## src/rtl/afsvf_pkg.sv

```systemverilog
package afsvf_pkg;

	localparam int WORD_W = 32;
	localparam int FRAC_BITS = 16;
	localparam int OPND_W = WORD_W + 1;
	localparam int PROD_W = 2 * OPND_W;

	localparam int CFG_IDX_W = 4;
	localparam int CFG_DATA_W = 18;
	localparam int COEF_W = 17;
	localparam int DAMP_W = 18;
	localparam int MODE_W = 2;

	typedef logic signed [WORD_W-1:0] word_t;
	typedef logic signed [OPND_W-1:0] opnd_t;
	typedef logic [CFG_IDX_W-1:0] cfg_idx_t;
	typedef logic [CFG_DATA_W-1:0] cfg_data_t;
	typedef logic [COEF_W-1:0] coef_t;
	typedef logic [DAMP_W-1:0] damp_t;

	typedef enum logic [MODE_W-1:0] {
		MODE_LOW  = 2'd0,
		MODE_BAND = 2'd1,
		MODE_HIGH = 2'd2,
		MODE_RSVD = 2'd3
	} mode_t;

	typedef enum logic [CFG_IDX_W-1:0] {
		REG_ALPHA_ATTACK  = 4'd0,
		REG_BETA_ATTACK   = 4'd1,
		REG_ALPHA_RELEASE = 4'd2,
		REG_BETA_RELEASE  = 4'd3,
		REG_SWEEP_SPAN    = 4'd4,
		REG_SWEEP_BASE    = 4'd5,
		REG_DAMPING       = 4'd6,
		REG_FILTER_MODE   = 4'd7
	} reg_idx_t;

	typedef struct packed {
		coef_t alpha_attack;
		coef_t beta_attack;
		coef_t alpha_release;
		coef_t beta_release;
		coef_t sweep_span;
		coef_t sweep_base;
		damp_t damping;
		mode_t filter_mode;
	} cfg_regs_t;

	// One entry per multiply of the per-sample recurrence, in issue order.
	typedef enum logic [3:0] {
		STEP_PEAK_FB  = 4'd0,
		STEP_PEAK_IN  = 4'd1,
		STEP_ENV_FB   = 4'd2,
		STEP_ENV_IN   = 4'd3,
		STEP_PHASE    = 4'd4,
		STEP_SQUARE   = 4'd5,
		STEP_CUBIC    = 4'd6,
		STEP_SINE     = 4'd7,
		STEP_DAMP     = 4'd8,
		STEP_BAND     = 4'd9,
		STEP_LOW      = 4'd10
	} step_t;

	typedef enum logic [1:0] {
		ST_IDLE = 2'd0,
		ST_MUL  = 2'd1,
		ST_ACC  = 2'd2,
		ST_OUT  = 2'd3
	} state_t;

	typedef struct packed {
		logic  idle;
		logic  mul_en;
		logic  acc_en;
		logic  out_load;
		step_t step;
	} ctrl_t;

	// One in Q format, and minus one sixth truncated as in the sine polynomial.
	localparam word_t ONE_Q = word_t'(64'd1 << FRAC_BITS);
	localparam word_t SINE_K = word_t'(-((64'd1 << FRAC_BITS) / 6));

endpackage

```

## src/rtl/afsvf_ifs.sv

```systemverilog
interface afsvf_sample_if;
	logic valid;
	logic ready;
	afsvf_pkg::word_t sample;
	modport source(output valid, output sample, input ready);
	modport sink(input valid, input sample, output ready);
endinterface

interface afsvf_filt_if;
	logic valid;
	logic ready;
	afsvf_pkg::word_t filtered;
	modport source(output valid, output filtered, input ready);
	modport sink(input valid, input filtered, output ready);
endinterface

interface afsvf_cfg_if;
	logic valid;
	logic ready;
	afsvf_pkg::cfg_idx_t index;
	afsvf_pkg::cfg_data_t data;
	modport source(output valid, output index, output data, input ready);
	modport sink(input valid, input index, input data, output ready);
endinterface

```

## src/rtl/afsvf_cfg.sv

```systemverilog
module afsvf_cfg (
	input  logic                  clk,
	input  logic                  arst_n,
	afsvf_cfg_if.sink             cfg,
	output afsvf_pkg::cfg_regs_t  regs
);
	import afsvf_pkg::*;

	cfg_regs_t regs_q;

	assign cfg.ready = 1'b1;
	assign regs = regs_q;

	always_ff @(posedge clk or negedge arst_n) begin
		if (!arst_n) begin
			regs_q.alpha_attack  <= coef_t'(64880);
			regs_q.beta_attack   <= coef_t'(656);
			regs_q.alpha_release <= coef_t'(64880);
			regs_q.beta_release  <= coef_t'(656);
			regs_q.sweep_span    <= '0;
			regs_q.sweep_base    <= '0;
			regs_q.damping       <= damp_t'(13107);
			regs_q.filter_mode   <= MODE_BAND;
		end else if (cfg.valid) begin
			// Indexes past the last register are dropped.
			unique case (cfg.index)
				REG_ALPHA_ATTACK:  regs_q.alpha_attack  <= cfg.data[COEF_W-1:0];
				REG_BETA_ATTACK:   regs_q.beta_attack   <= cfg.data[COEF_W-1:0];
				REG_ALPHA_RELEASE: regs_q.alpha_release <= cfg.data[COEF_W-1:0];
				REG_BETA_RELEASE:  regs_q.beta_release  <= cfg.data[COEF_W-1:0];
				REG_SWEEP_SPAN:    regs_q.sweep_span    <= cfg.data[COEF_W-1:0];
				REG_SWEEP_BASE:    regs_q.sweep_base    <= cfg.data[COEF_W-1:0];
				REG_DAMPING:       regs_q.damping       <= cfg.data[DAMP_W-1:0];
				REG_FILTER_MODE:   regs_q.filter_mode   <= mode_t'(cfg.data[MODE_W-1:0]);
				default: ;
			endcase
		end
	end
endmodule

```

## src/rtl/afsvf_mul.sv

```systemverilog
module afsvf_mul (
	input  logic               clk,
	input  logic               en,
	input  afsvf_pkg::opnd_t   a,
	input  afsvf_pkg::opnd_t   b,
	output afsvf_pkg::word_t   prod
);
	import afsvf_pkg::*;

	logic signed [PROD_W-1:0] full;
	word_t prod_q;

	// Dropping the low fraction bits of a two's complement product floors it.
	assign full = PROD_W'(a) * PROD_W'(b);
	assign prod = prod_q;

	always_ff @(posedge clk) begin
		if (en) begin
			prod_q <= full[FRAC_BITS+WORD_W-1:FRAC_BITS];
		end
	end
endmodule

```

## src/rtl/afsvf_seq.sv

```systemverilog
module afsvf_seq (
	input  logic              clk,
	input  logic              arst_n,
	input  logic              start,
	input  logic              out_free,
	output afsvf_pkg::ctrl_t  ctrl
);
	import afsvf_pkg::*;

	state_t state_q, state_d;
	step_t  step_q, step_d;

	always_comb begin
		state_d = state_q;
		step_d  = step_q;
		unique case (state_q)
			ST_IDLE: begin
				if (start) begin
					state_d = ST_MUL;
					step_d  = STEP_PEAK_FB;
				end
			end
			ST_MUL: begin
				state_d = ST_ACC;
			end
			ST_ACC: begin
				if (step_q == STEP_LOW) begin
					state_d = ST_OUT;
				end else begin
					state_d = ST_MUL;
					step_d  = step_t'(step_q + 4'd1);
				end
			end
			ST_OUT: begin
				if (out_free) begin
					state_d = ST_IDLE;
				end
			end
			default: state_d = ST_IDLE;
		endcase
	end

	always_comb begin
		ctrl.idle     = (state_q == ST_IDLE);
		ctrl.mul_en   = (state_q == ST_MUL);
		ctrl.acc_en   = (state_q == ST_ACC);
		ctrl.out_load = (state_q == ST_OUT) && out_free;
		ctrl.step     = step_q;
	end

	always_ff @(posedge clk or negedge arst_n) begin
		if (!arst_n) begin
			state_q <= ST_IDLE;
			step_q  <= STEP_PEAK_FB;
		end else begin
			state_q <= state_d;
			step_q  <= step_d;
		end
	end
endmodule

```

## src/rtl/auto_wah_envelope_svf.sv

```systemverilog
// Envelope-controlled state-variable filter for fixed-point audio.
// Samples arrive as beats on the audio channel; each one yields exactly one
// filtered sample as a beat on the result channel. Coefficients and the
// filter mode are written through the cfg channel, which is always ready and
// should only be used while no sample is in flight.
// A sample is worked through eleven fixed-point multiplies on one shared
// 33 by 33 bit multiplier. Each multiply has two steps: the product is formed
// and registered, then folded into the filter state. After the last multiply
// the result is loaded into the output register, and a new sample is taken
// in the cycle after the result is loaded, so the block does not take a new
// sample before it is through with the last one. The shared multiplier and
// its product register make it work on one sample at a time.
// If the receiver stalls, the finished result sits in the output register
// and the block holds the next result in its sequencer until that register
// frees up; the input side is taken again once the pending result has moved.
// Reset clears the sequencer, the filter and envelope state, the output valid
// flag and loads the default coefficient set.
module auto_wah_envelope_svf (
	input  logic       clk,
	input  logic       arst_n,
	afsvf_cfg_if.sink  cfg,
	afsvf_sample_if.sink audio,
	afsvf_filt_if.source result
);
	import afsvf_pkg::*;

	cfg_regs_t regs;
	ctrl_t     ctrl;
	opnd_t     op_a, op_b;
	word_t     prod;
	word_t     t_sum;
	logic      out_free;

	// Working registers for the sample in flight.
	word_t x_q, r_q, acc_q, phase_q, tmp_q, f_q, hp_q;
	// State carried from sample to sample.
	word_t peak_q, env_q, band_q, low_q;
	word_t filtered_q;
	logic  out_valid_q;

	afsvf_cfg u_cfg (
		.clk    (clk),
		.arst_n (arst_n),
		.cfg    (cfg),
		.regs   (regs)
	);

	// The output register is free when empty or being emptied this cycle.
	assign out_free = !out_valid_q || result.ready;

	afsvf_seq u_seq (
		.clk      (clk),
		.arst_n   (arst_n),
		.start    (audio.valid),
		.out_free (out_free),
		.ctrl     (ctrl)
	);

	assign audio.ready = ctrl.idle;

	// Operand selection for the shared multiplier. Coefficients are unsigned
	// and are zero extended; words are sign extended by one bit.
	always_comb begin
		op_a = '0;
		op_b = '0;
		unique case (ctrl.step)
			STEP_PEAK_FB: begin
				op_a = {16'b0, regs.alpha_release};
				op_b = {peak_q[WORD_W-1], peak_q};
			end
			STEP_PEAK_IN: begin
				op_a = {16'b0, regs.beta_release};
				op_b = {r_q[WORD_W-1], r_q};
			end
			STEP_ENV_FB: begin
				op_a = {16'b0, regs.alpha_attack};
				op_b = {env_q[WORD_W-1], env_q};
			end
			STEP_ENV_IN: begin
				op_a = {16'b0, regs.beta_attack};
				op_b = {peak_q[WORD_W-1], peak_q};
			end
			STEP_PHASE: begin
				op_a = {env_q[WORD_W-1], env_q};
				op_b = {16'b0, regs.sweep_span};
			end
			STEP_SQUARE: begin
				op_a = {phase_q[WORD_W-1], phase_q};
				op_b = {phase_q[WORD_W-1], phase_q};
			end
			STEP_CUBIC: begin
				op_a = {SINE_K[WORD_W-1], SINE_K};
				op_b = {tmp_q[WORD_W-1], tmp_q};
			end
			STEP_SINE: begin
				op_a = {phase_q[WORD_W-1], phase_q};
				op_b = {tmp_q[WORD_W-1], tmp_q};
			end
			STEP_DAMP: begin
				op_a = {15'b0, regs.damping};
				op_b = {band_q[WORD_W-1], band_q};
			end
			STEP_BAND: begin
				op_a = {f_q[WORD_W-1], f_q};
				op_b = {hp_q[WORD_W-1], hp_q};
			end
			STEP_LOW: begin
				op_a = {f_q[WORD_W-1], f_q};
				op_b = {band_q[WORD_W-1], band_q};
			end
			default: ;
		endcase
	end

	afsvf_mul u_mul (
		.clk  (clk),
		.en   (ctrl.mul_en),
		.a    (op_a),
		.b    (op_b),
		.prod (prod)
	);

	// Release detector candidate: the decayed peak plus the scaled input.
	assign t_sum = acc_q + prod;

	// Sample capture. The most negative sample rectifies to itself, which
	// the wrapping negate gives naturally.
	always_ff @(posedge clk) begin
		if (audio.valid && audio.ready) begin
			x_q <= audio.sample;
			r_q <= audio.sample[WORD_W-1] ? -audio.sample : audio.sample;
		end
	end

	// Scratch registers, updated in the fold cycle of the multiplies that feed them.
	always_ff @(posedge clk) begin
		if (ctrl.acc_en) begin
			unique case (ctrl.step)
				STEP_PEAK_FB: acc_q   <= prod;
				STEP_ENV_FB:  acc_q   <= prod;
				STEP_PHASE:   phase_q <= prod + word_t'(regs.sweep_base);
				STEP_SQUARE:  tmp_q   <= prod;
				STEP_CUBIC:   tmp_q   <= ONE_Q + prod;
				STEP_SINE:    f_q     <= prod <<< 1;
				STEP_DAMP:    hp_q    <= x_q - low_q - prod;
				default: ;
			endcase
		end
	end

	// Envelope and filter state, cleared by reset.
	always_ff @(posedge clk or negedge arst_n) begin
		if (!arst_n) begin
			peak_q <= '0;
			env_q  <= '0;
			band_q <= '0;
			low_q  <= '0;
		end else if (ctrl.acc_en) begin
			unique case (ctrl.step)
				STEP_PEAK_IN: peak_q <= (r_q > t_sum) ? r_q : t_sum;
				STEP_ENV_IN:  env_q  <= acc_q + prod;
				STEP_BAND:    band_q <= band_q + prod;
				STEP_LOW:     low_q  <= low_q + prod;
				default: ;
			endcase
		end
	end

	// Output register. The reserved mode code reads as bandpass.
	always_ff @(posedge clk) begin
		if (ctrl.out_load) begin
			unique case (regs.filter_mode)
				MODE_LOW:  filtered_q <= low_q;
				MODE_HIGH: filtered_q <= hp_q;
				default:   filtered_q <= band_q;
			endcase
		end
	end

	always_ff @(posedge clk or negedge arst_n) begin
		if (!arst_n) begin
			out_valid_q <= 1'b0;
		end else if (ctrl.out_load) begin
			out_valid_q <= 1'b1;
		end else if (result.ready) begin
			out_valid_q <= 1'b0;
		end
	end

	assign result.valid    = out_valid_q;
	assign result.filtered = filtered_q;

endmodule

```

## src/flat_wrapper.sv

```systemverilog
// flat-port wrapper written by rule: the top's interface ports become plain ports
module auto_wah_envelope_svf_flat import afsvf_pkg::*;
  (clk, arst_n, cfg_valid, cfg_index, cfg_data, cfg_ready, audio_valid, audio_sample, audio_ready, result_valid, result_filtered, result_ready);
  afsvf_cfg_if cfg_i ();
  afsvf_sample_if audio_i ();
  afsvf_filt_if result_i ();
  input  logic clk;
  input  logic arst_n;
  input wire logic [$bits(cfg_i.valid)-1:0] cfg_valid;
  input wire logic [$bits(cfg_i.index)-1:0] cfg_index;
  input wire logic [$bits(cfg_i.data)-1:0] cfg_data;
  output wire logic [$bits(cfg_i.ready)-1:0] cfg_ready;
  input wire logic [$bits(audio_i.valid)-1:0] audio_valid;
  input wire logic [$bits(audio_i.sample)-1:0] audio_sample;
  output wire logic [$bits(audio_i.ready)-1:0] audio_ready;
  output wire logic [$bits(result_i.valid)-1:0] result_valid;
  output wire logic [$bits(result_i.filtered)-1:0] result_filtered;
  input wire logic [$bits(result_i.ready)-1:0] result_ready;
  assign cfg_i.valid = cfg_valid;
  assign cfg_i.index = cfg_index;
  assign cfg_i.data = cfg_data;
  assign cfg_ready = cfg_i.ready;
  assign audio_i.valid = audio_valid;
  assign audio_i.sample = audio_sample;
  assign audio_ready = audio_i.ready;
  assign result_valid = result_i.valid;
  assign result_filtered = result_i.filtered;
  assign result_i.ready = result_ready;
  auto_wah_envelope_svf u_core (.clk(clk), .arst_n(arst_n), .cfg(cfg_i), .audio(audio_i), .result(result_i));
endmodule
```

## config.mk

```make
export PLATFORM = sky130hd
export DESIGN_NAME = auto_wah_envelope_svf_flat
export DESIGN_NICKNAME = d
export VERILOG_FILES = /design/src/rtl/afsvf_pkg.sv /design/src/rtl/afsvf_ifs.sv /design/src/rtl/afsvf_cfg.sv /design/src/rtl/afsvf_mul.sv /design/src/rtl/afsvf_seq.sv /design/src/rtl/auto_wah_envelope_svf.sv /design/src/flat_wrapper.sv
export SDC_FILE = /design/constraint.sdc
export NUM_CORES = 2
export LEC_CHECK = 0
export BUFFER_PORTS_ARGS = -buffer_cell sky130_fd_sc_hd__buf_2
export CORE_MARGIN = 2
export CORE_UTILIZATION = 40
export DETAILED_ROUTE_END_ITERATION = 7
export GPL_ROUTABILITY_DRIVEN = 0
export REMOVE_ABC_BUFFERS = 1
export SYNTH_ARGS = -nofsm -noshare
export SYNTH_HDL_FRONTEND = slang
export SYNTH_SLANG_ARGS = --single-unit
```

## constraint.sdc

```tcl
create_clock -name clk -period 10.3 [get_ports clk]
set_input_delay 0.515 -clock clk [delete_from_list [all_inputs] [get_ports clk]]
set_output_delay 0.515 -clock clk [all_outputs]
set_load 0.005 [all_outputs]
```

# Word-level counts from Yosys, hierarchy flattened
# Index checks and enable logic that the tools add are counted.
# op_classes
add_sub_neg,9
multipliers,1
n_lt_le_gt_ge,1
n_eq_ne,24
mux,15
n_reduce_logical,36
# op_table
cell,count
case mux 33 bit (9 select lines),1
case mux 33 bit (8 select lines),1
case mux 32 bit (2 select lines),2
adder 32 bit,3
subtractor 32 bit,2
multiplier 33 x 33 -> 48 bit,1
AND reduction 2 bit,18
"adder 18 x 32 -> 32 bit, first input constant",1
adder 32 x 18 -> 32 bit,1
"equality test 4 x 3 -> 1 bit, second input constant",8
> comparator 32 bit,1
2-to-1 mux 32 bit,1
negation 32 bit,1
2-to-1 mux 31 bit,1
"equality test 4 x 2 -> 1 bit, second input constant",4
"equality test 4 bit, second input constant",3
OR reduction 2 bit,6
"equality test 4 x 1 -> 1 bit, second input constant",2
logical NOT 4 bit,2
2-to-1 mux 4 bit,2
case mux 2 bit (4 select lines),1
case mux 4 bit (2 select lines),1
"equality test 2 bit, second input constant",3
2-to-1 mux 2 bit,3
other kinds (10),17
# totals
regBits,544
inputBits,59
out_inout_bits,35
word_cells,111

# Depth between registers and ports, before layout
# logic_depth
word_depth,4
depth_mapped,41

# Cells and area by module
# From an unflattened synthesis, not the netlist that was laid out.
# unflattened
cells_unflattened,6183
area_unflattened_um2,61407.6
# modules_own_cells
mod,instances,cells_each,area_per_inst_um2,seq_area_each_um2
afsvf_mul,1,3313,30713.2,960.9
auto_wah_envelope_svf,1,2562,25602.1,10855.4
afsvf_cfg,1,269,4738.3,3096.7
afsvf_seq,1,39,354.1,150.1

# Worst setup path after synthesis
# OpenSTA, ideal clock, no wires.
# synth_path
kind,reg-to-reg
from,register u_core.u_seq.step_q[0]
to,"register u_core.u_mul.prod_q[31] (netlist: u_core.u_mul.prod[31]), data pin"
setup_ps,260
arrival_ps,9494
t_required_ps,10040
slack_ps,546
path_stages_with_launch,37
n_path_buf,6
path_cell_list,dfrtp_1 inv_1 ha_1 buf_2 inv_1 nor3_2 clkbuf_1 clkbuf_1 buf_1 a22oi_1 nand4_1 clkbuf_1 nand2_1 fa_1 inv_1 fa_1 fa_1 inv_1 fa_1 inv_1 fa_1 fa_1 fa_1 inv_1 fa_1 inv_1 ha_1 clkbuf_1 a21o_1 a31oi_1 o21ai_0 a311o_1 a21oi_1 o21ai_0 or3b_2 o221ai_1 xnor2_1
# synth_between
elab_chain_cells,4
# synth_lines
element,line,source
start: declaration,afsvf_seq.sv:11,"step_t step_q, step_d;"
start signal: assignment,afsvf_seq.sv:57,step_q <= step_d;
"equality test 4 bit, or another cell as far along",auto_wah_envelope_svf.sv:66,unique case (ctrl.step)
OR reduction 2 bit (no source line),n/a,
case mux 33 bit (9 select lines) or case mux 33 bit (8 select lines) (tied branches),auto_wah_envelope_svf.sv:66,
multiplier 33 x 33 -> 48 bit (*),afsvf_mul.sv:14,assign full = PROD_W'(a) * PROD_W'(b);
net u_core.u_mul.full[47],afsvf_mul.sv:10,logic signed [PROD_W-1:0] full;
end signal: assignment,afsvf_mul.sv:19,prod_q <= full[FRAC_BITS+WORD_W-1:FRAC_BITS];
end: declaration,afsvf_mul.sv:11,word_t prod_q;
# The timed path passes the listed nets; every way through them passes the cells marked *.
# A chain may end at the register's enable or synchronous reset.

# Worst setup path in the final report
# layout_path
from,register u_core.u_seq.step_q[0]
to,"register u_core.u_mul.prod_q[26] (netlist: u_core.u_mul.prod[26]), data pin"
# The elaborated chain is that of the path after synthesis.

==> impl_metrics.toml <==
[outcome]
status = "completed"

[place]
port_buffers = 92
dpl.hpwl_um = 157700

[hold_path]
min_to = "u_core.x_q[11]"
hp-start = "audio_sample[11]"
whs_path_depth = 1
hp-class = "input port to register"

[synth]
synthCells = 6160
synth_edf_count = 286
synth.largest_area_cell = "fa_1"
ys_top_cells_by_area = "fa_1 29%, edfxtp_1 14%, dfrtp_1 9.3%"
ys.flop_type = "edfxtp_1"
async_flop_share = 0.4733
synth_most_common_cell = "inv_1"
yosys_warnings = 0
yosysTopAreaCellShare = 0.2945
synth_cell_types = 91
seq_area_frac_synth = 0.2509
yosys_register_bits = 543
synth_common_cells = "1039 x inv_1, 924 x nand2_1, 883 x fa_1"
syn_avg_cell_area_um2 = 9.745
syn_area_mm2 = 0.06003

[drt]
drc = 0
ant_nets = 0
drt_iter0_drc = 4179
detail_route.vias_per_cell = 5.483
vias = 45670
wl_per_cell_um = 23.45
first_pass_iters = 6
wirelength_um = 195300

[sta]
drv_slew = 0
period_share = 0.9865
hold_violations = 0
tightest_slew_ns = 1.263
rsz0062_at_grt = "no"
max_slew_margin = 0.1582
setup_violations = 0
max_freq_mhz = 98.42
min_period_ns = 10.16
setup_tns_ns = 0
worst_clock_skew_ns = 0.02376

[finish]
fill_cells = 14340
area_growth_pct = 9.596
fin_nets = 7588
drive_above_1_share = 0.1043

[floorplanning]
dieArea_mm2 = 0.1532
core_mm2 = 0.1494
dieHeight_um = 391.4
die_w_um = 391.4
boundaryPins = 94
initial_core_util = 0.4018
rows = 142

[cts]
clock_sinks = 543
cts_tree = "done"
cts_max_level = 2
cts_buffer_depth = 3
ctsRootBufferMaster = "clkbuf_16"
cts-buffers-inserted = 59
clock_latency_ns = 0.65
cts.clk_slew.worst_paths_ns = 0.06

[setup_path]
crit_required_ns = 10.68
critPathLaunchType = "register"
rrSetupSlack_ns = 0.14
slowest_delay_ns = 0.87
end_kind = "register"
slowest_stage = "and2_1"
path_buf_inv = 7
timing.rr.end = "u_core.u_mul.prod[26]"
rr_startpoint = "u_core.u_seq.step_q[0]"
worstPathArrival_ns = 10.54
crit_type = "register to register"
cp_top_family = "adder cells"
cpMostUsedCell = "fa_1"
path_max_fanout = 16
reg2reg_depth = 28

[grt]
grt_pass1_vias = 47300
grt_pass1_wl_um = 296400
grt_overflow = 0
grtUsageTotal = 0.2584
antenna_found_initial = 7
grt_max_degree = 161

[job]
cap_violations = 0
[worst max path at each step]
| stage | cells after the start | slack (ns) | start | to |
|---|---|---|---|---|
| after floorplan | 30 | 0.14 | u_core.u_seq.step_q[0] | u_core.u_mul.prod[31] |
| after global placement | 31 | 0.10 | u_core.u_seq.step_q[0] | u_core.u_mul.prod[26] |
| after detailed placement | 31 | 0.15 | u_core.u_seq.step_q[0] | u_core.u_mul.prod[26] |
| after CTS | 31 | 0.03 | u_core.u_seq.step_q[0] | u_core.u_mul.prod[26] |
| after global routing | 28 | 0.03 | u_core.u_seq.step_q[0] | u_core.u_mul.prod[26] |
| final | 28 | 0.14 | u_core.u_seq.step_q[0] | u_core.u_mul.prod[26] |
[flip-flops by register name, indices dropped and copies added, names as in the netlist]
register / cells
u_core.acc_q: 32
u_core.band_q: 32
u_core.env_q: 32
u_core.f_q: 31
u_core.hp_q: 32
u_core.low_q: 32
u_core.peak_q: 32
u_core.phase_q: 32
u_core.r_q: 32
u_core.result.filtered: 32
u_core.result.valid: 1
u_core.tmp_q: 32
u_core.u_cfg.regs: 122
u_core.u_mul.prod: 32
u_core.u_seq.state_q: 2
u_core.u_seq.step_q: 4
u_core.x_q: 31
[area by class of cell]
type,instances,area (um^2),share of cell area
multi-input combinational,4294,40070,0.6090
sequential,543,15060,0.2290
inverter,1040,3904,0.05933
tap,2016,2522,0.03834
timing repair buffer,322,2325,0.03533
clock buffer,90,1758,0.02672
clock inverter,21,141.4,0.002149
antenna,3,7.507,0.0001141
[repair_timing]
| item | 4_1_cts | 5_1_grt |
|---|---|---|
| endpoints found under the hold margin | 76 | 0 |
| endpoints found under the setup margin | 0 | 9 |
| buffers inserted | 0 | 4 |
| hold buffers | 1 | 0 |
| resized for setup | 0 | 16 |
[kinds of logic after synthesis]
| family | Yosys count | synth area share |
|---|---|---|
| flip-flops | 543 | 0.2509 |
| multiplexers | 176 | 0.03201 |
| buffers and inverters | 1323 | 0.08372 |
| AO/OA/AOI/OAI | 875 | 0.09673 |
| other | 1 | 0.00006247 |
| AND/OR/NAND/NOR | 1710 | 0.1233 |
| XOR/XNOR | 263 | 0.03837 |
| adder cells (fa/ha/maj) | 1269 | 0.3749 |
[per-layer routing]
| layer | vias up | wire length (um) | share of wire | global-route usage |
|---|---|---|---|---|
| li1 | 20010 | - | - | - |
| met3 | 378 | 18020 | 0.092 | 0.04975 |
| met4 | 6 | 8216 | 0.042 | 0.09238 |
| met2 | 1986 | 88210 | 0.45 | 0.4107 |
| met5 | - | 34 | 0.00017 | 0 |
| met1 | 23290 | 80810 | 0.41 | 0.3516 |
[metrics by stage]
stage / setup slack [ns] / cell area, um^2 / cells / util / hold WS, ns
finish: 0.1392 / 65790 / 8329 / 0.4403 / 0.08437
CTS: 0.02831 / 65710 / 8322 / 0.4397 / 0.04936
detailed placement: 0.1519 / 63800 / 8210 / 0.4270 / 0.4734
global placement: 0.1047 / 63800 / 8210 / 0.4270 / 0.4647
floorplan: 0.1353 / 58910 / 5877 / - / 0.2194
global route: 0.03233 / 65780 / 8326 / 0.4403 / 0.06552
[layout by cell type (no fill, tap or decap), types with 18 or more instances in the layout]
cell       Yosys  final
inv_1       1039   1039
o21ai_0      210    210
or2_2         24     24
nand4_1       40     40
dfstp_2       35     35
nand3_1       79     75
and3_1        57     52
a21o_1       109    109
o31ai_1       18     18
mux2_2       128    128
nor2b_1       28     27
a31oi_1       37     37
nand2b_1      29     29
dfrtp_1      222    221
nor3_1        34     33
nand2_1      924    919
fa_1         883    883
o21a_1        29     29
xor2_1        70     70
clkbuf_1     243     19
a22oi_1       99     99
and4_1        23     19
a21oi_1      178    178
a22o_1        25     25
and2_1        28     24
ha_1         386    386
edfxtp_1     286    286
buf_4          3    219
xnor2_1      193    193
mux2i_1       48     48
nor2_1       391    384
o21bai_1      25     25
a221oi_1      18     18
a222oi_1      24     24
buf_2         15     91
clkbuf_16      0     63
Power is not shown: default switching activity piles up to over one toggle a cycle in this logic, so the estimate is an artifact.
